--- config.mk ---
export PLATFORM = sky130hd
export DESIGN_NAME = multi_line_settle_change_reporter_flat
export DESIGN_NICKNAME = d
export VERILOG_FILES = /design/src/rtl/mlscr_pkg.sv /design/src/rtl/mlscr_if.sv /design/src/rtl/mlscr_ram.sv /design/src/rtl/mlscr_cfg.sv /design/src/rtl/mlscr_outq.sv /design/src/rtl/multi_line_settle_change_reporter.sv /design/src/flat_wrapper.sv
export SDC_FILE = /design/constraint.sdc
export NUM_CORES = 1
export LEC_CHECK = 0
export BUFFER_PORTS_ARGS = -buffer_cell sky130_fd_sc_hd__buf_4
export CAP_MARGIN = 40
export CELL_PAD_IN_SITES_DETAIL_PLACEMENT = 1
export CELL_PAD_IN_SITES_GLOBAL_PLACEMENT = 1
export CORE_MARGIN = 2
export CORE_UTILIZATION = 35
export DETAILED_ROUTE_END_ITERATION = 10
export PLACE_DENSITY = 0.66
export REMOVE_ABC_BUFFERS = 1
export SETUP_SLACK_MARGIN = 0.02
export SLEW_MARGIN = 20
export SYNTH_ARGS = -nofsm -noshare
export SYNTH_HDL_FRONTEND = slang
export SYNTH_SLANG_ARGS = --single-unit
--- constraint.sdc ---
create_clock -name clk -period 4.9 [get_ports clk]
set_input_delay 0.245 -clock clk [delete_from_list [all_inputs] [get_ports clk]]
set_output_delay 0.245 -clock clk [all_outputs]
set_load 0.05 [all_outputs]
--- src/rtl/mlscr_pkg.sv ---
// ----------------------------------------------------------------------------
// mlscr_pkg
// Shared types and constants for the multi-line settle change reporter.
// ----------------------------------------------------------------------------
`default_nettype none

package mlscr_pkg;

  // defaults for the top-level parameters
  localparam int NUM_LINES_DEF = 32;
  localparam int AGE_BITS_DEF  = 16;

  // field widths fixed by the item format
  localparam int CMD_W      = 2;
  localparam int LINE_W     = 5;
  localparam int SETTLE_W   = 16;
  localparam int LINES_W    = 6;
  localparam int LINE_CNT_W = 7;   // holds a line count up to 127
  localparam int PADDR_W    = 4;
  localparam int PDATA_W    = 32;

  // at most this many reports per tick
  localparam int MAX_REPORTS = 32;
  localparam int RPT_CNT_W   = $clog2(MAX_REPORTS + 1);

  // register reset values
  localparam logic [SETTLE_W-1:0] SETTLE_RESET = 16'd100;
  localparam logic [LINES_W-1:0]  LINES_RESET  = 6'd32;

  // command codes
  localparam logic [CMD_W-1:0] CMD_EDGE   = 2'd0;
  localparam logic [CMD_W-1:0] CMD_RESYNC = 2'd1;
  localparam logic [CMD_W-1:0] CMD_TICK   = 2'd2;

  // register indexes (word address)
  localparam logic [1:0] REG_SETTLE = 2'd0;
  localparam logic [1:0] REG_INVERT = 2'd1;
  localparam logic [1:0] REG_LINES  = 2'd2;

  typedef struct packed {
    logic [SETTLE_W-1:0] settle;
    logic                invert;
    logic [LINES_W-1:0]  lines;
  } cfg_t;

  typedef struct packed {
    logic [LINE_W-1:0] line;
    logic              occ;
  } rpt_t;

  typedef struct packed {
    logic can_push;     // a new report can be taken this cycle
    logic pend_empty;   // no report held back
  } oq_stat_t;

endpackage

`default_nettype wire

--- src/rtl/mlscr_if.sv ---
// ----------------------------------------------------------------------------
// mlscr_if
// Valid/ready channels for input items and report items.
// ----------------------------------------------------------------------------
`default_nettype none

interface mlscr_in_if;
  import mlscr_pkg::*;
  logic              valid;
  logic              ready;
  logic [CMD_W-1:0]  command;
  logic [LINE_W-1:0] line;
  logic              edge_rising;
  logic              level;
  logic              link_up;

  modport source (output valid, command, line, edge_rising, level, link_up,
                  input ready);
  modport sink   (input valid, command, line, edge_rising, level, link_up,
                  output ready);
endinterface

interface mlscr_out_if;
  import mlscr_pkg::*;
  logic              valid;
  logic              ready;
  logic [LINE_W-1:0] report_line;
  logic              occupied;
  logic              last;

  modport source (output valid, report_line, occupied, last, input ready);
  modport sink   (input valid, report_line, occupied, last, output ready);
endinterface

`default_nettype wire

--- src/rtl/mlscr_ram.sv ---
// ----------------------------------------------------------------------------
// mlscr_ram
// Generic simple dual-port RAM, one write port, one registered read port.
// ----------------------------------------------------------------------------
`default_nettype none

module mlscr_ram #(
  parameter int WIDTH = 18,
  parameter int DEPTH = 32
) (
  input  wire logic                                  clk,
  input  wire logic                                  we,
  input  wire logic [(DEPTH > 1 ? $clog2(DEPTH) : 1)-1:0] waddr,
  input  wire logic [WIDTH-1:0]                      wdata,
  input  wire logic                                  re,
  input  wire logic [(DEPTH > 1 ? $clog2(DEPTH) : 1)-1:0] raddr,
  output logic      [WIDTH-1:0]                      rdata
);

  logic [WIDTH-1:0] mem [DEPTH];

  always_ff @(posedge clk) begin
    if (we) begin
      mem[waddr] <= wdata;
    end
    if (re) begin
      rdata <= mem[raddr];
    end
  end

endmodule

`default_nettype wire

--- src/rtl/mlscr_cfg.sv ---
// ----------------------------------------------------------------------------
// mlscr_cfg
// APB register file: settle limit, invert, lines in use.
// ----------------------------------------------------------------------------
`default_nettype none

module mlscr_cfg (
  input  wire logic                            clk,
  input  wire logic                            rst_n,
  input  wire logic                            psel,
  input  wire logic                            penable,
  input  wire logic                            pwrite,
  input  wire logic [mlscr_pkg::PADDR_W-1:0]   paddr,
  input  wire logic [mlscr_pkg::PDATA_W-1:0]   pwdata,
  output logic      [mlscr_pkg::PDATA_W-1:0]   prdata,
  output logic                                 pready,
  output mlscr_pkg::cfg_t                      cfg
);
  import mlscr_pkg::*;

  logic [SETTLE_W-1:0] settle_r;
  logic                invert_r;
  logic [LINES_W-1:0]  lines_r;
  logic [1:0]          reg_idx;
  logic                wr_en;

  assign reg_idx = paddr[3:2];
  assign wr_en   = psel && penable && pwrite;
  assign pready  = 1'b1;

  always_ff @(posedge clk) begin
    if (!rst_n) begin
      settle_r <= SETTLE_RESET;
      invert_r <= 1'b0;
      lines_r  <= LINES_RESET;
    end else if (wr_en) begin
      case (reg_idx)
        REG_SETTLE: settle_r <= pwdata[SETTLE_W-1:0];
        REG_INVERT: invert_r <= pwdata[0];
        REG_LINES:  lines_r  <= pwdata[LINES_W-1:0];
        default: ;
      endcase
    end
  end

  always_comb begin
    case (reg_idx)
      REG_SETTLE: prdata = PDATA_W'(settle_r);
      REG_INVERT: prdata = PDATA_W'(invert_r);
      REG_LINES:  prdata = PDATA_W'(lines_r);
      default:    prdata = '0;
    endcase
  end

  assign cfg.settle = settle_r;
  assign cfg.invert = invert_r;
  assign cfg.lines  = lines_r;

endmodule

`default_nettype wire

--- src/rtl/mlscr_outq.sv ---
// ----------------------------------------------------------------------------
// mlscr_outq
// Report staging: holds one report back until the next one (or the end of
// the scan) decides its last flag, and drives the output register.
// ----------------------------------------------------------------------------
`default_nettype none

module mlscr_outq (
  input  wire logic              clk,
  input  wire logic              rst_n,
  input  wire logic              push,
  input  mlscr_pkg::rpt_t        push_rpt,
  input  wire logic              flush,
  output mlscr_pkg::oq_stat_t    stat,
  mlscr_out_if.source            out_chan
);
  import mlscr_pkg::*;

  logic              pend_v_r, pend_v_nxt;
  rpt_t              pend_r;
  logic              out_v_r, out_v_nxt;
  rpt_t              out_rpt_r;
  logic              out_last_r;
  logic              out_free;
  logic              load_mid;
  logic              load_last;

  assign out_free  = !out_v_r || out_chan.ready;
  assign load_mid  = push && pend_v_r;
  assign load_last = flush && !push && pend_v_r && out_free;

  always_comb begin
    out_v_nxt = out_v_r;
    if (load_mid || load_last) begin
      out_v_nxt = 1'b1;
    end else if (out_chan.ready) begin
      out_v_nxt = 1'b0;
    end
    pend_v_nxt = pend_v_r;
    if (push) begin
      pend_v_nxt = 1'b1;
    end else if (load_last) begin
      pend_v_nxt = 1'b0;
    end
  end

  always_ff @(posedge clk) begin
    if (!rst_n) begin
      out_v_r  <= 1'b0;
      pend_v_r <= 1'b0;
    end else begin
      out_v_r  <= out_v_nxt;
      pend_v_r <= pend_v_nxt;
    end
  end

  always_ff @(posedge clk) begin
    if (load_mid || load_last) begin
      out_rpt_r  <= pend_r;
      out_last_r <= load_last;
    end
    if (push) begin
      pend_r <= push_rpt;
    end
  end

  assign stat.can_push   = !pend_v_r || out_free;
  assign stat.pend_empty = !pend_v_r;

  assign out_chan.valid       = out_v_r;
  assign out_chan.report_line = out_rpt_r.line;
  assign out_chan.occupied    = out_rpt_r.occ;
  assign out_chan.last        = out_last_r;

endmodule

`default_nettype wire

--- src/rtl/multi_line_settle_change_reporter.sv ---
// ----------------------------------------------------------------------------
// multi_line_settle_change_reporter
// Per-line occupancy qualifier: settles edge/resync activity and reports
// changed lines on tick items.
// ----------------------------------------------------------------------------
// Usage:
//  - in_chan (valid/ready) carries items: edge event, resync level or tick.
//  - out_chan (valid/ready) carries one report per settled line change;
//    last marks the final report caused by a tick.
//  - APB port (psel..pready) writes settle_ticks, invert_logic and
//    lines_in_use; write it only while the block is idle.
//  - Per-line state (seen, reported, age) lives in one RAM with a registered
//    read. Edge item: read, then write back. Resync item: blind write.
//    Tick item: take it, then per active line a read and then a modify and
//    write back, then release of the final report (with no active lines
//    only the take); the line scan is the bound on throughput.
//  - A report is held one step so its last flag is known, then goes to the
//    output register; new items are taken while that register waits.
//  - If the receiver stalls, the scan pauses on the current line until the
//    staging slot frees; no report is dropped.
//  - Reset: registers go to their defaults, a valid bit per line is cleared,
//    and a line that was never written reads as clear/unreported with a
//    saturated age. No clearing pass is needed; items are taken at once.
// ----------------------------------------------------------------------------
`default_nettype none

module multi_line_settle_change_reporter #(
  parameter int NUM_LINES = mlscr_pkg::NUM_LINES_DEF,
  parameter int AGE_BITS  = mlscr_pkg::AGE_BITS_DEF
) (
  input  wire logic                            clk,
  input  wire logic                            rst_n,
  mlscr_in_if.sink                             in_chan,
  mlscr_out_if.source                          out_chan,
  input  wire logic                            psel,
  input  wire logic                            penable,
  input  wire logic                            pwrite,
  input  wire logic [mlscr_pkg::PADDR_W-1:0]   paddr,
  input  wire logic [mlscr_pkg::PDATA_W-1:0]   pwdata,
  output logic      [mlscr_pkg::PDATA_W-1:0]   prdata,
  output logic                                 pready
);
  import mlscr_pkg::*;

  localparam int IDX_W = (NUM_LINES > 1) ? $clog2(NUM_LINES) : 1;
  localparam int ENT_W = AGE_BITS + 2;           // {seen, reported, age}
  localparam int CMP_W = (AGE_BITS > SETTLE_W) ? AGE_BITS : SETTLE_W;
  localparam logic [AGE_BITS-1:0] AGE_MAX = {AGE_BITS{1'b1}};

  typedef enum logic [4:0] {
    S_IDLE  = 5'b00001,
    S_EDGE  = 5'b00010,
    S_RD    = 5'b00100,
    S_MOD   = 5'b01000,
    S_FLUSH = 5'b10000
  } state_t;

  state_t                  state_r, state_nxt;
  cfg_t                    cfg;
  oq_stat_t                oq_stat;

  // per-item working registers
  logic [IDX_W-1:0]        idx_r, idx_nxt;       // scan index or edge target
  logic                    op_bit_r, op_bit_nxt; // new seen bit for an edge
  logic                    link_r, link_nxt;
  logic [LINE_CNT_W-1:0]   n_r, n_nxt;
  logic [RPT_CNT_W-1:0]    cnt_r, cnt_nxt;
  logic [NUM_LINES-1:0]    vld_r, vld_nxt;
  logic                    rd_vld_r;

  // RAM ports
  logic                    ram_we, ram_re;
  logic [IDX_W-1:0]        ram_waddr, ram_raddr;
  logic [ENT_W-1:0]        ram_wdata, ram_rdata;

  // decode of the current item and entry
  logic [LINE_CNT_W-1:0]   n_eff;
  logic [IDX_W+LINE_W-1:0] ln_wide;
  logic [IDX_W-1:0]        in_addr;
  logic                    ln_hit;
  logic                    in_acc;
  logic                    in_bit;
  logic [ENT_W-1:0]        cur;
  logic                    cur_seen, cur_rep;
  logic [AGE_BITS-1:0]     cur_age, new_age;
  logic                    due;
  logic                    can_go;
  logic                    last_line;
  logic [IDX_W+LINE_W-1:0] idx_wide;
  rpt_t                    push_rpt;
  logic                    push;
  logic                    flush;

  mlscr_cfg u_cfg (
    .clk     (clk),
    .rst_n   (rst_n),
    .psel    (psel),
    .penable (penable),
    .pwrite  (pwrite),
    .paddr   (paddr),
    .pwdata  (pwdata),
    .prdata  (prdata),
    .pready  (pready),
    .cfg     (cfg)
  );

  mlscr_ram #(
    .WIDTH (ENT_W),
    .DEPTH (NUM_LINES)
  ) u_ram (
    .clk   (clk),
    .we    (ram_we),
    .waddr (ram_waddr),
    .wdata (ram_wdata),
    .re    (ram_re),
    .raddr (ram_raddr),
    .rdata (ram_rdata)
  );

  mlscr_outq u_outq (
    .clk      (clk),
    .rst_n    (rst_n),
    .push     (push),
    .push_rpt (push_rpt),
    .flush    (flush),
    .stat     (oq_stat),
    .out_chan (out_chan)
  );

  // effective line count: lines_in_use capped at NUM_LINES
  assign n_eff = (LINE_CNT_W'(cfg.lines) > LINE_CNT_W'(NUM_LINES)) ?
                 LINE_CNT_W'(NUM_LINES) : LINE_CNT_W'(cfg.lines);

  assign ln_wide  = (IDX_W + LINE_W)'(in_chan.line);
  assign in_addr  = ln_wide[IDX_W-1:0];
  assign ln_hit   = LINE_CNT_W'(in_chan.line) < n_eff;
  assign in_chan.ready = (state_r == S_IDLE);
  assign in_acc   = in_chan.valid && in_chan.ready;
  assign in_bit   = (in_chan.command == CMD_EDGE) ? in_chan.edge_rising ^ cfg.invert
                                                  : in_chan.level ^ cfg.invert;

  // unwritten entries read as reset value
  assign cur      = rd_vld_r ? ram_rdata : {1'b0, 1'b0, AGE_MAX};
  assign cur_seen = cur[ENT_W-1];
  assign cur_rep  = cur[ENT_W-2];
  assign cur_age  = cur[AGE_BITS-1:0];

  // tick: age first (saturating), then test for a due report
  assign new_age  = (cur_age == AGE_MAX) ? cur_age : cur_age + AGE_BITS'(1);
  assign due      = link_r && (cur_seen != cur_rep) &&
                    (CMP_W'(new_age) > CMP_W'(cfg.settle)) &&
                    (cnt_r < RPT_CNT_W'(MAX_REPORTS));
  assign can_go    = !due || oq_stat.can_push;
  assign last_line = (LINE_CNT_W'(idx_r) + LINE_CNT_W'(1)) == n_r;

  assign idx_wide      = (IDX_W + LINE_W)'(idx_r);
  assign push_rpt.line = idx_wide[LINE_W-1:0];
  assign push_rpt.occ  = cur_seen;
  assign push          = (state_r == S_MOD) && due && oq_stat.can_push;
  assign flush         = (state_r == S_FLUSH);

  always_comb begin
    state_nxt  = state_r;
    idx_nxt    = idx_r;
    op_bit_nxt = op_bit_r;
    link_nxt   = link_r;
    n_nxt      = n_r;
    cnt_nxt    = cnt_r;
    ram_we     = 1'b0;
    ram_waddr  = idx_r;
    ram_wdata  = '0;
    ram_re     = 1'b0;
    ram_raddr  = idx_r;

    case (state_r)
      S_IDLE: begin
        if (in_acc) begin
          case (in_chan.command)
            CMD_EDGE: begin
              if (ln_hit) begin
                // need the reported bit back: read now, write next cycle
                ram_re     = 1'b1;
                ram_raddr  = in_addr;
                idx_nxt    = in_addr;
                op_bit_nxt = in_bit;
                state_nxt  = S_EDGE;
              end
            end
            CMD_RESYNC: begin
              if (ln_hit) begin
                // every field is known: blind write, age saturated so due once above settle
                ram_we    = 1'b1;
                ram_waddr = in_addr;
                ram_wdata = {in_bit, ~in_bit, AGE_MAX};
              end
            end
            CMD_TICK: begin
              link_nxt = in_chan.link_up;
              n_nxt    = n_eff;
              cnt_nxt  = '0;
              idx_nxt  = '0;
              if (n_eff != '0) begin
                state_nxt = S_RD;
              end
            end
            default: ;
          endcase
        end
      end
      S_EDGE: begin
        ram_we    = 1'b1;
        ram_wdata = {op_bit_r, cur_rep, {AGE_BITS{1'b0}}};
        state_nxt = S_IDLE;
      end
      S_RD: begin
        ram_re    = 1'b1;
        state_nxt = S_MOD;
      end
      S_MOD: begin
        // read data holds while stalled (no new read issued)
        if (can_go) begin
          ram_we    = 1'b1;
          ram_wdata = {cur_seen, due ? cur_seen : cur_rep, new_age};
          if (due) begin
            cnt_nxt = cnt_r + RPT_CNT_W'(1);
          end
          if (last_line) begin
            state_nxt = S_FLUSH;
          end else begin
            idx_nxt   = idx_r + IDX_W'(1);
            state_nxt = S_RD;
          end
        end
      end
      S_FLUSH: begin
        if (oq_stat.can_push) begin
          state_nxt = S_IDLE;
        end
      end
      default: state_nxt = S_IDLE;
    endcase
  end

  always_comb begin
    vld_nxt = vld_r;
    if (ram_we) begin
      vld_nxt[ram_waddr] = 1'b1;
    end
  end

  always_ff @(posedge clk) begin
    if (!rst_n) begin
      state_r <= S_IDLE;
      vld_r   <= '0;
      cnt_r   <= '0;
    end else begin
      state_r <= state_nxt;
      vld_r   <= vld_nxt;
      cnt_r   <= cnt_nxt;
    end
  end

  always_ff @(posedge clk) begin
    idx_r    <= idx_nxt;
    op_bit_r <= op_bit_nxt;
    link_r   <= link_nxt;
    n_r      <= n_nxt;
    if (ram_re) begin
      rd_vld_r <= vld_r[ram_raddr];
    end
  end

  // --------------------------------------------------------------------------
  // Assertions
  // --------------------------------------------------------------------------
  a_idle_drained: assert property (@(posedge clk) disable iff (!rst_n)
    (state_r == S_IDLE) |-> oq_stat.pend_empty)
    else $error("held report left behind after tick scan");

  a_scan_in_range: assert property (@(posedge clk) disable iff (!rst_n)
    (state_r == S_MOD) |-> (LINE_CNT_W'(idx_r) < n_r))
    else $error("scan index beyond active line count");

  a_report_cap: assert property (@(posedge clk) disable iff (!rst_n)
    cnt_r <= RPT_CNT_W'(MAX_REPORTS))
    else $error("report count exceeds per-tick cap");

  a_stall_holds: assert property (@(posedge clk) disable iff (!rst_n)
    ((state_r == S_MOD) && !can_go) |=> ((state_r == S_MOD) && $stable(idx_r)))
    else $error("scan advanced while report slot was busy");

endmodule

`default_nettype wire

--- src/flat_wrapper.sv ---
// flat-port wrapper written by rule: the top's interface ports become plain ports
module multi_line_settle_change_reporter_flat import mlscr_pkg::*;
#(
  parameter int NUM_LINES = mlscr_pkg::NUM_LINES_DEF,
  parameter int AGE_BITS  = mlscr_pkg::AGE_BITS_DEF
)
  (clk, rst_n, psel, penable, pwrite, paddr, pwdata, prdata, pready, in_chan_valid, in_chan_command, in_chan_line, in_chan_edge_rising, in_chan_level, in_chan_link_up, in_chan_ready, out_chan_valid, out_chan_report_line, out_chan_occupied, out_chan_last, out_chan_ready);
  mlscr_in_if in_chan_i ();
  mlscr_out_if out_chan_i ();
  input  wire logic clk;
  input  wire logic rst_n;
  input  wire logic psel;
  input  wire logic penable;
  input  wire logic pwrite;
  input  wire logic [mlscr_pkg::PADDR_W-1:0] paddr;
  input  wire logic [mlscr_pkg::PDATA_W-1:0] pwdata;
  output logic      [mlscr_pkg::PDATA_W-1:0] prdata;
  output logic pready;
  input wire logic [$bits(in_chan_i.valid)-1:0] in_chan_valid;
  input wire logic [$bits(in_chan_i.command)-1:0] in_chan_command;
  input wire logic [$bits(in_chan_i.line)-1:0] in_chan_line;
  input wire logic [$bits(in_chan_i.edge_rising)-1:0] in_chan_edge_rising;
  input wire logic [$bits(in_chan_i.level)-1:0] in_chan_level;
  input wire logic [$bits(in_chan_i.link_up)-1:0] in_chan_link_up;
  output wire logic [$bits(in_chan_i.ready)-1:0] in_chan_ready;
  output wire logic [$bits(out_chan_i.valid)-1:0] out_chan_valid;
  output wire logic [$bits(out_chan_i.report_line)-1:0] out_chan_report_line;
  output wire logic [$bits(out_chan_i.occupied)-1:0] out_chan_occupied;
  output wire logic [$bits(out_chan_i.last)-1:0] out_chan_last;
  input wire logic [$bits(out_chan_i.ready)-1:0] out_chan_ready;
  assign in_chan_i.valid = in_chan_valid;
  assign in_chan_i.command = in_chan_command;
  assign in_chan_i.line = in_chan_line;
  assign in_chan_i.edge_rising = in_chan_edge_rising;
  assign in_chan_i.level = in_chan_level;
  assign in_chan_i.link_up = in_chan_link_up;
  assign in_chan_ready = in_chan_i.ready;
  assign out_chan_valid = out_chan_i.valid;
  assign out_chan_report_line = out_chan_i.report_line;
  assign out_chan_occupied = out_chan_i.occupied;
  assign out_chan_last = out_chan_i.last;
  assign out_chan_i.ready = out_chan_ready;
  multi_line_settle_change_reporter #(.NUM_LINES(NUM_LINES), .AGE_BITS(AGE_BITS)) u_core (.clk(clk), .rst_n(rst_n), .in_chan(in_chan_i), .out_chan(out_chan_i), .psel(psel), .penable(penable), .pwrite(pwrite), .paddr(paddr), .pwdata(pwdata), .prdata(prdata), .pready(pready));
endmodule
Yosys cells after proc, flatten, opt, wreduce, memory -nomap -nowiden
Memory sizes are Yosys's and may differ from the RTL's. A register that Yosys moved wholly into a read port is not among the register bits. Cells that the tools add are included.

Add/subtract/negate cells: 4. $mul: 0. Div/mod/pow operators: 0. Magnitude comparators: 7. Eq/ne operators: 21. Shifts and indexed selects: 0. Multiplexer cells: 54. Bitwise logic cells: 4. Reduce and logical (&&, ||, !) cells: 35.

Operators with widths (number): two-way mux 18 bit (5); two-way mux 5 bit (16); one-hot mux 18 bit (3 select lines) (1); one-hot mux 16 bit (3 select lines) (1); OR 32 bit (1); two-way mux 6 bit (5); one-hot mux 5 bit (2 select lines) (3); one-hot mux 5 bit (4 select lines) (1); adder 16 x 1 -> 16 bit, second input constant (1); equality test 16 bit, second input constant (1); greater-than comparator 16 bit (1); two-way mux 1 bit (16); two-way mux 16 bit (1); logical AND 1 bit (13); less-than comparator 5 x 6 -> 1 bit, second input constant (2); one-hot mux 6 bit (2 select lines) (1); AND reduction 5 bit (2); inequality test 3 bit, second input constant (3); equality test 7 bit (1); less-than comparator 5 x 7 -> 1 bit (1); nonzero test 7 bit (1); adder 5 x 1 -> 6 bit, second input constant (1); adder 6 x 1 -> 6 bit, second input constant (1); greater-than comparator 6 bit, second input constant (1); 27 further kinds (45).

Register bits after elaboration: 96. Bits in latches: 0. Bits in writable memories: 576. Memory bits (read-only): 0. Input port bits: 53. Output and inout port bits: 42. Word-level logic and storage cells: 144. Memories kept: 1.

Memories: u_core.u_ram.mem (depth 32, bits a word 18, read ports 1, clocked after Yosys merged registers in 1, write ports 1, line mlscr_ram.sv:20) `logic [WIDTH-1:0] mem [DEPTH];`.

Longest topological paths before layout
Gate-level depths: netlist of run 1.

Depth in word-level cells: 14. Mapped depth: 19. Depth with buffers taken out: 17.

Cells and area by module
A second synthesis of run 1 with hierarchy kept.

Cell total of the unflattened synthesis: 1977. Area total of the unflattened synthesis: 29304.4 µm².

By module, submodules not included: mlscr_ram (times used 1, cells an instance 1278, area each 23231.0 µm², seq. area each 17837.1 µm²); multi_line_settle_change_reporter (times used 1, cells an instance 531, area each 4301.6 µm², seq. area each 1281.2 µm²); mlscr_cfg (times used 1, cells an instance 141, area each 1258.7 µm², seq. area each 460.4 µm²); mlscr_outq (times used 1, cells an instance 27, area each 513.0 µm², seq. area each 430.4 µm²).

Worst setup path before layout of run 1
OpenSTA, ideal clock, no wires.

Path kind: reg-to-reg. From: register u_core.rd_vld_r. To: memory u_core.u_ram.mem[13][0], enable pin. Setup time: 416 ps. Data arrival time: 4845 ps. Data required time: 4484 ps. Setup slack: -361 ps. Cell stages (with the launch flop): 17. Path buffers: 2. Period minus slack after synthesis: 5261 ps. Cell sequence: edfxtp_1 -> clkbuf_1 -> nand2b_1 -> ha_1 -> nand4_1 -> and2_1 -> xnor2_1 -> ha_1 -> and4b_1 -> a2111oi_0 -> o31a_1 -> o221ai_1 -> a31o_2 -> a21oi_1 -> a32oi_1 -> buf_2 -> nor3_1.

Longest elaborated chain between the ends: 12. Elaborated cells on any way between the ends: 15. Classes of those cells: add/sub (1); order compare (1); eq/ne (2); mux (6); reduce/logical (5).

Ends and longest elaborated chain: from (decl) (line multi_line_settle_change_reporter.sv:69) `logic rd_vld_r;`; from (signal assigned) (line multi_line_settle_change_reporter.sv:269) `rd_vld_r <= vld_r[ram_raddr];`; two-way mux 18 bit * (line multi_line_settle_change_reporter.sv:143) `assign cur = rd_vld_r ? ram_rdata : {1'b0, 1'b0, AGE_MAX};`; adder 16 x 1 -> 16 bit / equality test 16 bit (equally long branches) (line multi_line_settle_change_reporter.sv:149) `assign new_age = (cur_age == AGE_MAX) ? cur_age : cur_age + AGE_BITS'(1);`; two-way mux 16 bit (line multi_line_settle_change_reporter.sv:149); greater-than comparator 16 bit (line multi_line_settle_change_reporter.sv:151) `(CMP_W'(new_age) > CMP_W'(cfg.settle)) &&`; logical AND 1 bit * (line multi_line_settle_change_reporter.sv:150) `assign due = link_r && (cur_seen != cur_rep) &&`; logical AND 1 bit * (line multi_line_settle_change_reporter.sv:151); zero test 1 bit * (line multi_line_settle_change_reporter.sv:153) `assign can_go = !due || oq_stat.can_push;`; logical OR 1 bit * (line multi_line_settle_change_reporter.sv:153); two-way mux 1 bit * (line multi_line_settle_change_reporter.sv:221) `if (can_go) begin`; one-hot mux 1 bit (3 select lines) * (line multi_line_settle_change_reporter.sv:175) `case (state_r)`; two-way mux 1 bit * (line mlscr_ram.sv:23) `if (we) begin`; two-way mux 1 bit (not written as such) * (line mlscr_ram.sv:24) `mem[waddr] <= wdata;`; to (decl) (line mlscr_ram.sv:20).

Every way passes the cells marked *; elsewhere a longest branch is shown, timed or not.

Worst setup path after layout of run 1
From: register u_core.u_cfg.lines_r[5]. To: register u_core.u_ram.rdata[13], read port of u_core.u_ram.mem (data pin).

Longest elaborated chain between the ends: 7. Elaborated cells on any way between the ends: 11. Classes of those cells: order compare (2); mux (9).

Ends and longest elaborated chain: from (decl) (line mlscr_cfg.sv:23) `logic [LINES_W-1:0] lines_r;`; from (signal assigned) (line mlscr_cfg.sv:40) `REG_LINES: lines_r <= pwdata[LINES_W-1:0];`; greater-than comparator 6 bit (line multi_line_settle_change_reporter.sv:131) `assign n_eff = (LINE_CNT_W'(cfg.lines) > LINE_CNT_W'(NUM_LINES)) ?`; two-way mux 6 bit * (line multi_line_settle_change_reporter.sv:131); less-than comparator 5 x 7 -> 1 bit * (line multi_line_settle_change_reporter.sv:136) `assign ln_hit = LINE_CNT_W'(in_chan.line) < n_eff;`; two-way mux 1 bit / two-way mux 5 bit (equally long branches) (line multi_line_settle_change_reporter.sv:180) `if (ln_hit) begin`; two-way mux 1 bit / two-way mux 5 bit (equally long branches) (line multi_line_settle_change_reporter.sv:178) `case (in_chan.command)`; two-way mux 1 bit / two-way mux 5 bit (equally long branches) (line multi_line_settle_change_reporter.sv:177) `if (in_acc) begin`; one-hot mux 1 bit (2 select lines) / two-way mux 5 bit (equally long branches) (line multi_line_settle_change_reporter.sv:175); to (decl) (line mlscr_ram.sv:17) `output logic [WIDTH-1:0] rdata`.

Marks and branches as above. A chain may end at the register's enable or synchronous reset.

==> results of run 1 <==
final cells by class:
type,instances,area share [%]
antenna,1,0.007366
clock buffer,97,5.982
clock inverter,39,1.094
inverter,33,0.3646
multi-input combinational,1251,23.39
sequential,689,58.90
tap,1060,3.904
timing repair buffer,201,6.354
flip-flops by register name (all words and copies together), names as in the netlist:
name	count
u_core.u_outq.out_chan.occupied	1
u_core.u_cfg.lines_r	6
u_core.u_cfg.invert_r	1
u_core.u_cfg.settle_r	16
u_core.vld_r	32
u_core.u_ram.mem	576
u_core.cnt_r	6
u_core.state_r	5
u_core.link_r	1
u_core.u_outq.out_chan.last	1
u_core.u_ram.rdata	18
u_core.u_outq.out_chan.report_line	5
u_core.u_outq.pend_r	6
u_core.op_bit_r	1
u_core.rd_vld_r	1
u_core.u_outq.out_chan.valid	1
u_core.idx_r	5
u_core.u_outq.pend_v_r	1
u_core.n_r	6
per-stage QoR:
step	hold slack, ps	setup WS (ps)	total power [mW]
after floorplan	306.9	-1214	8.039
after global placement	402.8	257.6	9.110
after detailed placement	406.5	149.2	9.198
after CTS	25.23	102.6	14.78
after global routing	58.96	52.28	15.15
final	49.89	210.3	14.69
report_power, final:
group | internal, mW | switching (mW)
Sequential | 6.53 | 0.0697
Combinational | 0.802 | 1.72
Clock | 3.25 | 2.31
Total | 10.6 | 4.10
worst max path at each step:
stage,slack [ps],cells after the start,endpoint
2_1_floorplan,-1210,9,u_core.u_ram.rdata[0]
5_1_grt,50,19,u_core.u_ram.mem[11][5]
3_3_place_gp,260,16,u_core.u_ram.mem[7][10]
3_5_place_dp,150,16,u_core.u_ram.mem[5][10]
6_report,210,11,u_core.u_ram.rdata[13]
4_1_cts,100,16,u_core.u_ram.mem[5][10]
timing repair:
action / 4_1_cts / 5_1_grt
gates resized for setup: 0 / 15
setup endpoints to repair: 0 / 629
hold buffers: 18 / 0
endpoints found under the hold margin: 25 / 0
per-layer routing:
layer	vias up	part of all wire, %	GRT usage [%]
met1	9527	44	27.59
met5	-	0	0
met4	0	4.8	9.626
met2	570	46	31.78
met3	142	5.2	2.764
li1	8245	-	-
worst reg2reg max path, stage by stage (launching register included):
cell and delay (ps):
dfxtp_1 560, nand2b_1 200, ha_1 280, a21oi_1 270
o22ai_1 300, o31ai_2 490, and2_2 410, a21oi_2 210
buf_6 230, a32oi_1 450, nand4_1 390, nor4_1 620
cell usage in the layout, fill, tap and decap left out, types with 18 or more instances in the layout:
master / netlist / layout
nand3_1: 69 / 69
a311oi_1: 18 / 18
mux2i_1: 134 / 132
clkbuf_16: 0 / 77
nand4_1: 35 / 35
dlygate4sd3_1: 0 / 18
ha_1: 23 / 23
o21a_1: 20 / 19
a31oi_1: 26 / 26
inv_1: 31 / 31
buf_4: 31 / 127
nand2_1: 391 / 391
o22a_1: 18 / 18
buf_12: 0 / 45
a32o_1: 19 / 19
a21oi_1: 52 / 52
a32oi_1: 76 / 76
a21o_1: 19 / 19
nor4_1: 20 / 18
dfxtp_1: 68 / 68
nor2_1: 91 / 80
edfxtp_1: 621 / 621
o21ai_0: 25 / 20
cells by family after synthesis:
kind of cell,share of synthesized area [%]
other,0.02636
and+or+nand+nor,11.28
buffers and inverters,2.789
adders and majority gates,1.010
AOI/OAI and AO/OA,9.263
xor gates and xnor gates,0.4919
DFF,70.24
muxes,4.906
==> metrics, run 1 <==
P per Cell Area 432.4 nW/µm²; register area 20010 µm²; CTS tree done; Mapped Area 28490 µm²; Placed Cells approximately 3200; Hold Startpoint rst_n; multi-input logic area slightly below 8000 µm²; area fraction of the dominant cell type after synthesis between 60% and 70%; TritonCTS buffer count 74; Post-Route WL around 85 mm; clk slew on worst S/H paths 60 ps; top post-synthesis cells by count edfxtp_1, nand2_1, mux2i_1; Final ANT Viol Nets 0; share of layout cells above drive strength 1 between 10% and 20%; R2R Setup Slk about 210 ps; die area ~84000 µm²; Layout Cells excl Fill approximately 3400; register area share after synthesis between 70% and 80%; setup bufs post-CTS 0; ys flop type edfxtp_1; MaxCap Viol Count 0; Total Routing Usage GR slightly above 20%; Crit Path Class flip-flop to flip-flop; Worst setup startpoint u_core.u_cfg.lines_r[5]; Syn Inst Count roughly 2100; starting density of the core between 30% and 40%; largest net degree at the start of global routing 66; Peak Freq between 200 and 250 MHz; clock latency on the worst-skew pair about 630 ps; WL/cell 25.17 µm; worst IR drop on VDD between 0.2 and 0.25 mV; most common cell in the synthesized netlist edfxtp_1; routability congestion estimate around 0.87; first-pass GRT wire length between 100 and 150 mm; endpoints failing setup 0; Worst EP arrival around 5000 ps; fin. max-slew vios 0; initial antenna violation count 1; clk root buf clkbuf_16; critical path buffer and inverter count 1; Ports between 90 and 100; Slowest cell on crit path nor4_1; Syn Area/Cell between 10 and 15 µm²; total number of vias 18480; crit-path max cell delay 620 ps; fill count around 8000; critical path peak fanout 13; Distinct cells, synth 82; HPWL Detailed ~53 mm; top cells by area, synth edfxtp_1, nand2_1, dfxtp_1, mux2i_1, a32oi_1; Worst setup SP type flip-flop; Final Hold Fails 0; die width 289.3 µm; Post-route DRC 0; Clock Sinks ~700; WHS Path Cells 2; Least-Margin Pin Slew around 750 ps; crit share post-route ~96%; H-tree Lvls 3; gr ovfl total 0; Worst R2R Path Depth 11; area added between synthesis and finish 19.24%; leak pwr about 12 nW; DRT Pass-1 Iters 5; warnings from Yosys 0; relative slew slack around half; DIE HEIGHT 289.3 µm; final net count about 2300; EDFF count, synth around 620; CTS max path bufs 3; Clock Skew 19.44 ps; post-route cell area around 34000 µm²; Finished Core Util a little over two fifths; CP Capture Type flip-flop; Min-Delay Endpoint u_core.u_cfg.lines_r[5]; HP Class input port to flip-flop; core footprint between 80000 and 90000 µm²; R2R Path Start u_core.u_cfg.lines_r[5]; setup TNS 0 ps; fraction of registers with async set/reset 0%; unrepaired setup endpoints after global routing false; row count 104; Iter 0 DRT Violations 1614; via density per instance roughly 5.5; input/output buffers 59; status complete, no violations; critical path required time ~5200 ps; Seq cells post-synth 689; crit-path cells nand2b_1 -> ha_1 -> a21oi_1 -> o22ai_1 -> o31ai_2 -> and2_2 -> a21oi_2 -> buf_6 -> a32oi_1 -> nand4_1 -> nor4_1; Yosys top cell by area edfxtp_1; Placed Area 31310 µm²; number of global-route vias before repair 19080; delay-heaviest family, CP compound AO/OA/AOI/OAI gates; min Tclk post-route between 4000 and 5000 ps; worst r2r dst u_core.u_ram.rdata[13]
Power figures use the tool's default switching activity.
==> inputs of run 2 (changes only) <==
--- a/config.mk
+++ b/config.mk
@@ -9,12 +9,14 @@
 export CAP_MARGIN = 40
 export CELL_PAD_IN_SITES_DETAIL_PLACEMENT = 1
 export CELL_PAD_IN_SITES_GLOBAL_PLACEMENT = 1
+export CORE_ASPECT_RATIO = 1.4
 export CORE_MARGIN = 2
 export CORE_UTILIZATION = 35
 export DETAILED_ROUTE_END_ITERATION = 10
 export PLACE_DENSITY = 0.66
 export REMOVE_ABC_BUFFERS = 1
 export SETUP_SLACK_MARGIN = 0.02
+export SKIP_CTS_REPAIR_TIMING = 1
 export SLEW_MARGIN = 20
 export SYNTH_ARGS = -nofsm -noshare
 export SYNTH_HDL_FRONTEND = slang
==> constraint.sdc (replaced) <==
create_clock -name clk -period 4.01 [get_ports clk]
set_input_delay 0.2005 -clock clk [delete_from_list [all_inputs] [get_ports clk]]
set_output_delay 0.2005 -clock clk [all_outputs]
set_load 0.05 [all_outputs]
==> run 2 against run 1 <==
- total power grew 24%
- worst hold slack worse by 43 ps
- highest routed layer unchanged
- sequential cell count did not move
- largest power group unchanged
- setup slack worse by 400 ps
- the flow now finishes with violations (negative setup slack)
==> metrics, run 2 (synthesis results as in run 1) <==
Worst path depth 20 (was 11); H-tree Lvls 3 (unchanged); Ant. Diodes 0 (was 1); Clock Skew 32.26 ps (was 19.44 ps); P per Cell Area 505.8 nW/µm² (was 432.4 nW/µm²); CTS max path bufs 3 (unchanged); worst IR drop on VDD 0.2845 mV (was 0.2268 mV); DRT Pass-1 Iters 5 (unchanged); WHS Path Cells 3 (was 2); Largest Register u_core.u_ram.mem (unchanged); Worst Hold Slack 7.381 ps (was 49.89 ps); clock latency on the worst-skew pair 630 ps (about the same); crit-path cells nand2b_1 -> ha_2 -> nand4_1 -> and3_4 -> nand2_4 -> buf_6 -> nor2_2 -> o32a_1 -> ha_4 -> nand4_1 -> nor2_2 -> a211oi_2 -> buf_4 -> a31o_4 -> a21oi_4 -> a32oi_2 -> buf_12 -> nor3_4 -> buf_12 -> clkbuf_16 (was nand2b_1 -> ha_1 -> a21oi_1 -> o22ai_1 -> o31ai_2 -> and2_2 -> a21oi_2 -> buf_6 -> a32oi_1 -> nand4_1 -> nor4_1); Clock Sinks 689 (unchanged); most frequent cells in the layout edfxtp_1, nand2_1, buf_4, mux2i_1, buf_12 (was edfxtp_1, nand2_1, mux2i_1, buf_4, nor2_1); Post-route DRC 0 (unchanged); largest net degree at the start of global routing 53 (was 66); final net count 2488 (was 2326); HP Class input port to flip-flop (unchanged); Worst R2R Path Depth 20 (was 11); CTS tree done (unchanged); relative slew slack 55.30% (was 49.77%); DIE HEIGHT 341.6 µm (was 289.3 µm); Iter 0 DRT Violations 1288 (was 1614); Post-Route WL 86.52 mm (was 84.85 mm); HPWL Detailed 58.35 mm (was 53.38 mm); min Tclk post-route 4196 ps (was 4690 ps); fin. max-slew vios 0 (unchanged); area added between synthesis and finish 26.14% (was 19.24%); routability congestion estimate 0.8973 (was 0.8732); unrepaired setup endpoints after global routing true (was false); gr ovfl total 0 (unchanged); leak pwr 12.66 nW (was 11.70 nW); Worst EP arrival 4530 ps (was 5030 ps); clk slew on worst S/H paths 60 ps (about the same); delay-heaviest family, CP simple AND/OR/NAND/NOR gates (was compound AO/OA/AOI/OAI gates); WL/cell 24.53 µm (was 25.17 µm); Overall Power 18.18 mW (was 14.69 mW); MaxCap Viol Count 0 (unchanged); Worst Slack Setup Final -186.0 ps (was 210.3 ps); clk root buf clkbuf_16 (unchanged); critical path buffer and inverter count 5 (was 1); Slowest cell on crit path edfxtp_1 (was nor4_1); input/output buffers 59 (unchanged); total number of vias 18890 (was 18480); CP Capture Type flip-flop (unchanged); failing checks negative setup slack; status complete, but fails checks (was complete, no violations); setup TNS -85990 ps (was 0 ps); Least-Margin Pin Slew 667.5 ps (was 753.5 ps); max reg flops 576 (unchanged); crit-path max cell delay 450 ps (was 620 ps); Final ANT Viol Nets 0 (unchanged); Crit Path Class flip-flop to flip-flop (unchanged); crit share post-route 104.6% (was 95.71%); via density per instance 5.356 (was 5.483); commonest non-fill, non-tap cell in the layout edfxtp_1 (unchanged); Peak Freq 238.3 MHz (was 213.2 MHz); endpoints failing setup 971 (was 0); Total Routing Usage GR 20.19% (was 20.18%); core footprint 80490 µm² (was 80550 µm²); die width 245.1 µm (was 289.3 µm); Worst setup SP type flip-flop (unchanged); Finished Core Util 44.65% (was 42.17%); number of global-route vias before repair 20050 (was 19080); critical path peak fanout 16 (was 13); initial antenna violation count 0 (was 1); row count 123 (was 104); fill count 8090 (was 8183); first-pass GRT wire length 126.6 mm (was 124.6 mm); TritonCTS buffer count 67 (was 74); share of layout cells above drive strength 1 22.76% (was 15.67%); starting density of the core 35.39% (was 35.37%); die area 83730 µm² (was 83690 µm²); biggest regs u_core.u_ram.mem x576, u_core.vld_r x32, u_core.u_ram.rdata x18 (unchanged); Ports 95 (unchanged); critical path required time 4350 ps (was 5240 ps); Final Hold Fails 0 (unchanged)
==> run 2: cell types whose count changed in the layout (fill, tap and decap cells not counted), moves of 4 or more <==
cell      delta
a21oi_1     -10
buf_4      +125
a21oi_2      +8
nor3_4       +4
clkbuf_1     -4
clkinv_1     -5
buf_12      +34
clkinv_2     -5
==> run 2: layer usage <==
layer | wire length (µm) | vias to the layer above | global-route usage (%)
met4 | 4041 | 0 | 9.985
met3 | 3259 | 130 | 2.478
li1 | - | 8552 | -
met5 | 0 | - | 0
met2 | 45720 | 431 | 36.61
met1 | 33500 | 9777 | 23.40
==> run 2: final cells by class <==
class                           count  area (µm²)  share of cell area (%)
Timing Repair Buffer              370        4016                   11.18
Inverter                           33       126.4                  0.3517
Clock buffer                       85        1805                   5.024
Tap cell                         1062        1329                   3.698
Sequential cell                   689       20010                   55.68
Multi-Input combinational cell   1251        8203                   22.83
Clock inverter                     37       446.7                   1.243
==> run 2: metrics by stage <==
stage          std cells  area [µm²]  setup WS (ps)
2_1_floorplan       1973       27870          -2104
3_3_place_gp        3352       32710         -364.1
3_5_place_dp        3356       32770         -467.2
4_1_cts             3478       35020         -490.0
5_1_grt             3527       35940         -366.2
6_report            3527       35940         -186.0
==> run 2: path summary, 6_finish.rpt <==
path | start | to | slack, ps
max reg2reg | u_core.rd_vld_r | u_core.u_ram.mem[15][13] | -190
max | u_core.rd_vld_r | u_core.u_ram.mem[15][13] | -190
min reg2reg | u_core.u_outq.pend_r[3] | u_core.u_outq.out_chan.report_line[2] | 420
min | in_chan_line[2] | u_core.idx_r[2] | 7
==> run 2: worst min-delay path, stage by stage <==
cell and delay, ps:
buf_4 140, nand3_1 90, nand3_1 80
==> run 2: report_power, final <==
part | switching [mW] | total, mW | internal (mW) | leakage (nW)
logic | 2.24 | 3.65 | 1.42 | 5.40
registers | 0.0697 | 8.04 | 7.98 | 6.18
clock network | 2.79 | 6.48 | 3.69 | 1.08
==> inputs of run 3 (changes only) <==
--- a/config.mk
+++ b/config.mk
@@ -13,7 +13,7 @@
 export CORE_MARGIN = 2
 export CORE_UTILIZATION = 35
 export DETAILED_ROUTE_END_ITERATION = 10
-export PLACE_DENSITY = 0.66
+export PLACE_DENSITY = 0.64
 export REMOVE_ABC_BUFFERS = 1
 export SETUP_SLACK_MARGIN = 0.02
 export SKIP_CTS_REPAIR_TIMING = 1
==> constraint.sdc (replaced) <==
create_clock -name clk -period 4.8 [get_ports clk]
set_input_delay 0.24 -clock clk [delete_from_list [all_inputs] [get_ports clk]]
set_output_delay 0.24 -clock clk [all_outputs]
set_load 0.05 [all_outputs]
==> run 3 against run 2 <==
- the flow now finishes without violations
- clock skew is 7.2 ps lower
- worst hold slack better by 28 ps
- clock power is 24% lower
- sequential share of layout area grew 3.7 points
- register-to-register slack better by 460 ps
- sequential cell count stayed put
- core utilization shrank 2.8 points
- critical path depth down 3
- largest cell class unchanged
==> metrics, run 3 (synthesis results as in run 1) <==
Peak Freq 220.8 MHz (was 238.3 MHz); max reg flops 576 (unchanged); TritonCTS buffer count 66 (was 67); gr ovfl total 0 (unchanged); routability congestion estimate 0.8638 (was 0.8973); DRT Pass-1 Iters 5 (unchanged); biggest regs u_core.u_ram.mem x576, u_core.vld_r x32, u_core.u_ram.rdata x18 (unchanged); Post-Route WL 83.67 mm (was 86.52 mm); via density per instance 5.427 (was 5.356); Ports 95 (unchanged); initial antenna violation count 0 (unchanged); endpoints failing setup 0 (was 971); NetSw 4.028 mW (was 5.097 mW); total number of vias 18410 (was 18890); WHS Path Cells 2 (was 3); Placed Cells 3258 (was 3356); commonest non-fill, non-tap cell in the layout edfxtp_1 (unchanged); row count 123 (unchanged); CTS tree done (unchanged); Least-Margin Pin Slew 812.0 ps (was 667.5 ps); R2R Setup Slk 270 ps (was -190 ps); fin. max-slew vios 0 (unchanged); Crit Path Class flip-flop to flip-flop (unchanged); clk slew on worst S/H paths 60 ps (about the same); unrepaired setup endpoints after global routing false (was true); crit share post-route 94.36% (was 104.6%); number of global-route vias before repair 19400 (was 20050); CTS max path bufs 3 (unchanged); share of layout cells above drive strength 1 16.61% (was 22.76%); Worst EP arrival 4840 ps (was 4530 ps); Seq pwr share 47.4% (was 44.3%); HPWL Detailed 55.18 mm (was 58.35 mm); Worst Hold Slack 35.01 ps (was 7.381 ps); Post-route DRC 0 (unchanged); dpl ws 39.54 ps (was -467.2 ps); core footprint 80490 µm² (unchanged); min Tclk post-route 4529 ps (was 4196 ps); critical path peak fanout 18 (was 16); die width 245.1 µm (unchanged); Total Routing Usage GR 20.01% (was 20.19%); status complete, no violations (was complete, but fails checks); Final ANT Viol Nets 0 (unchanged); Logic pwr share 18.0% (was 20.1%); crit-path max cell delay 390 ps (was 450 ps); most frequent CP cell buf_4; most frequent cells in the layout edfxtp_1, nand2_1, buf_4, mux2i_1, nor2_1 (was edfxtp_1, nand2_1, buf_4, mux2i_1, buf_12); Ant. Diodes 0 (unchanged); relative slew slack 45.81% (was 55.30%); clk root buf clkbuf_16 (unchanged); Clock Skew 25.08 ps (was 32.26 ps); P per Cell Area 421.6 nW/µm² (was 505.8 nW/µm²); Overall Power 14.20 mW (was 18.18 mW); worst IR drop on VDD 0.2185 mV (was 0.2845 mV); die area 83730 µm² (unchanged); H-tree Lvls 3 (unchanged); Largest Register u_core.u_ram.mem (unchanged); Worst Slack Setup Final 270.6 ps (was -186.0 ps); register area 20010 µm² (unchanged); CP Capture Type flip-flop (unchanged); first-pass GRT wire length 125.2 mm (was 126.6 mm); fill count 8166 (was 8090); clock latency on the worst-skew pair 620 ps (was 630 ps); Layout Cells excl Fill 3392 (was 3527); final net count 2361 (was 2488); Iter 0 DRT Violations 1393 (was 1288); WL/cell 24.67 µm (was 24.53 µm); Clk pwr share 34.6% (was 35.6%); DIE HEIGHT 341.6 µm (unchanged); leak pwr 11.64 nW (was 12.66 nW); area added between synthesis and finish 18.22% (was 26.14%); Clock Sinks 689 (unchanged); starting density of the core 35.39% (unchanged); MaxCap Viol Count 0 (unchanged); input/output buffers 59 (unchanged); Final Hold Fails 0 (unchanged); Worst R2R Path Depth 17 (was 20); crit-path cells nand2b_1 -> ha_1 -> nand4_1 -> buf_4 -> mux2_2 -> ha_1 -> and4b_1 -> a2111oi_2 -> o31a_1 -> o221ai_2 -> a31o_2 -> a21oi_1 -> a32oi_1 -> buf_4 -> buf_4 -> nor3_2 -> buf_12 (was nand2b_1 -> ha_2 -> nand4_1 -> and3_4 -> nand2_4 -> buf_6 -> nor2_2 -> o32a_1 -> ha_4 -> nand4_1 -> nor2_2 -> a211oi_2 -> buf_4 -> a31o_4 -> a21oi_4 -> a32oi_2 -> buf_12 -> nor3_4 -> buf_12 -> clkbuf_16); HP Class input port to flip-flop (unchanged); Worst setup SP type flip-flop (unchanged); multi-input logic area 7964 µm² (was 8203 µm²); critical path required time 5110 ps (was 4350 ps); Power Internal 10.17 mW (was 13.08 mW); Sw Share 28.36% (was 28.04%); largest net degree at the start of global routing 77 (was 53); Slowest cell on crit path edfxtp_1 (unchanged)
## run 3: changes by cell type in the layout (fill, tap and decap cells not counted), sizes merged
cell / delta
clkbuf: -14
inv: +1
buf: -116
dlygate4sd3: -1
clkinvlp: -5
bufinv: -5
clkinv: +5
## run 3: worst max-delay path: cells and delay by family, from the launching register on
family,cells,cell delay (ps)
adder cells (fa/ha/maj),2,540
AND/OR/NAND/NOR,4,790
AO/OA/AOI/OAI,6,1400
flip-flops,1,390
multiplexers,1,350
buffers and inverters,4,740
## run 3: final cells by class
cell class / instances / share of cell area [%]
Clock buffer: 80 / 5.123
Clock inverter: 33 / 0.7282
Inverter: 33 / 0.3678
Multi-Input combinational cell: 1251 / 23.65
Sequential cell: 689 / 59.41
Tap cell: 1062 / 3.945
Timing Repair Buffer: 244 / 6.776
## run 3: final timing paths
path                                            to                    start
min reg2reg  u_core.u_outq.out_chan.report_line[4]  u_core.u_outq.pend_r[5]
min                        u_core.u_cfg.lines_r[5]                    rst_n
max reg2reg                u_core.u_ram.mem[5][13]    u_core.u_ram.rdata[0]
max                        u_core.u_ram.mem[5][13]    u_core.u_ram.rdata[0]
## run 3: metrics by stage
step                      setup TNS, ps  utilization, %  cell area, µm²
after global routing                  0           41.84           33680
after global placement           -23420           38.88           31300
after floorplan                 -260690               -           27870
final                                 0           41.84           33680
after detailed placement              0           39.09           31470
after CTS                             0           41.54           33440
## run 3: power groups by stage
stage               clock (mW)  sequential [mW]  combinational [mW]
floorplan                    0             6.84                1.37
global route              5.23             6.73                2.74
finish                    4.91             6.73                2.56
CTS                       5.02             6.73                2.55
detailed placement           0             6.86                2.54
global placement             0             6.85                2.47
## run 3: routing by layer
layer / vias to the layer above / GRT usage, % / part of all wire (%)
met5: - / 0 / 0
met4: 0 / 10.77 / 5.4
met3: 147 / 2.549 / 4.0
met2: 472 / 34.37 / 50
met1: 9490 / 24.45 / 40
li1: 8301 / - / -
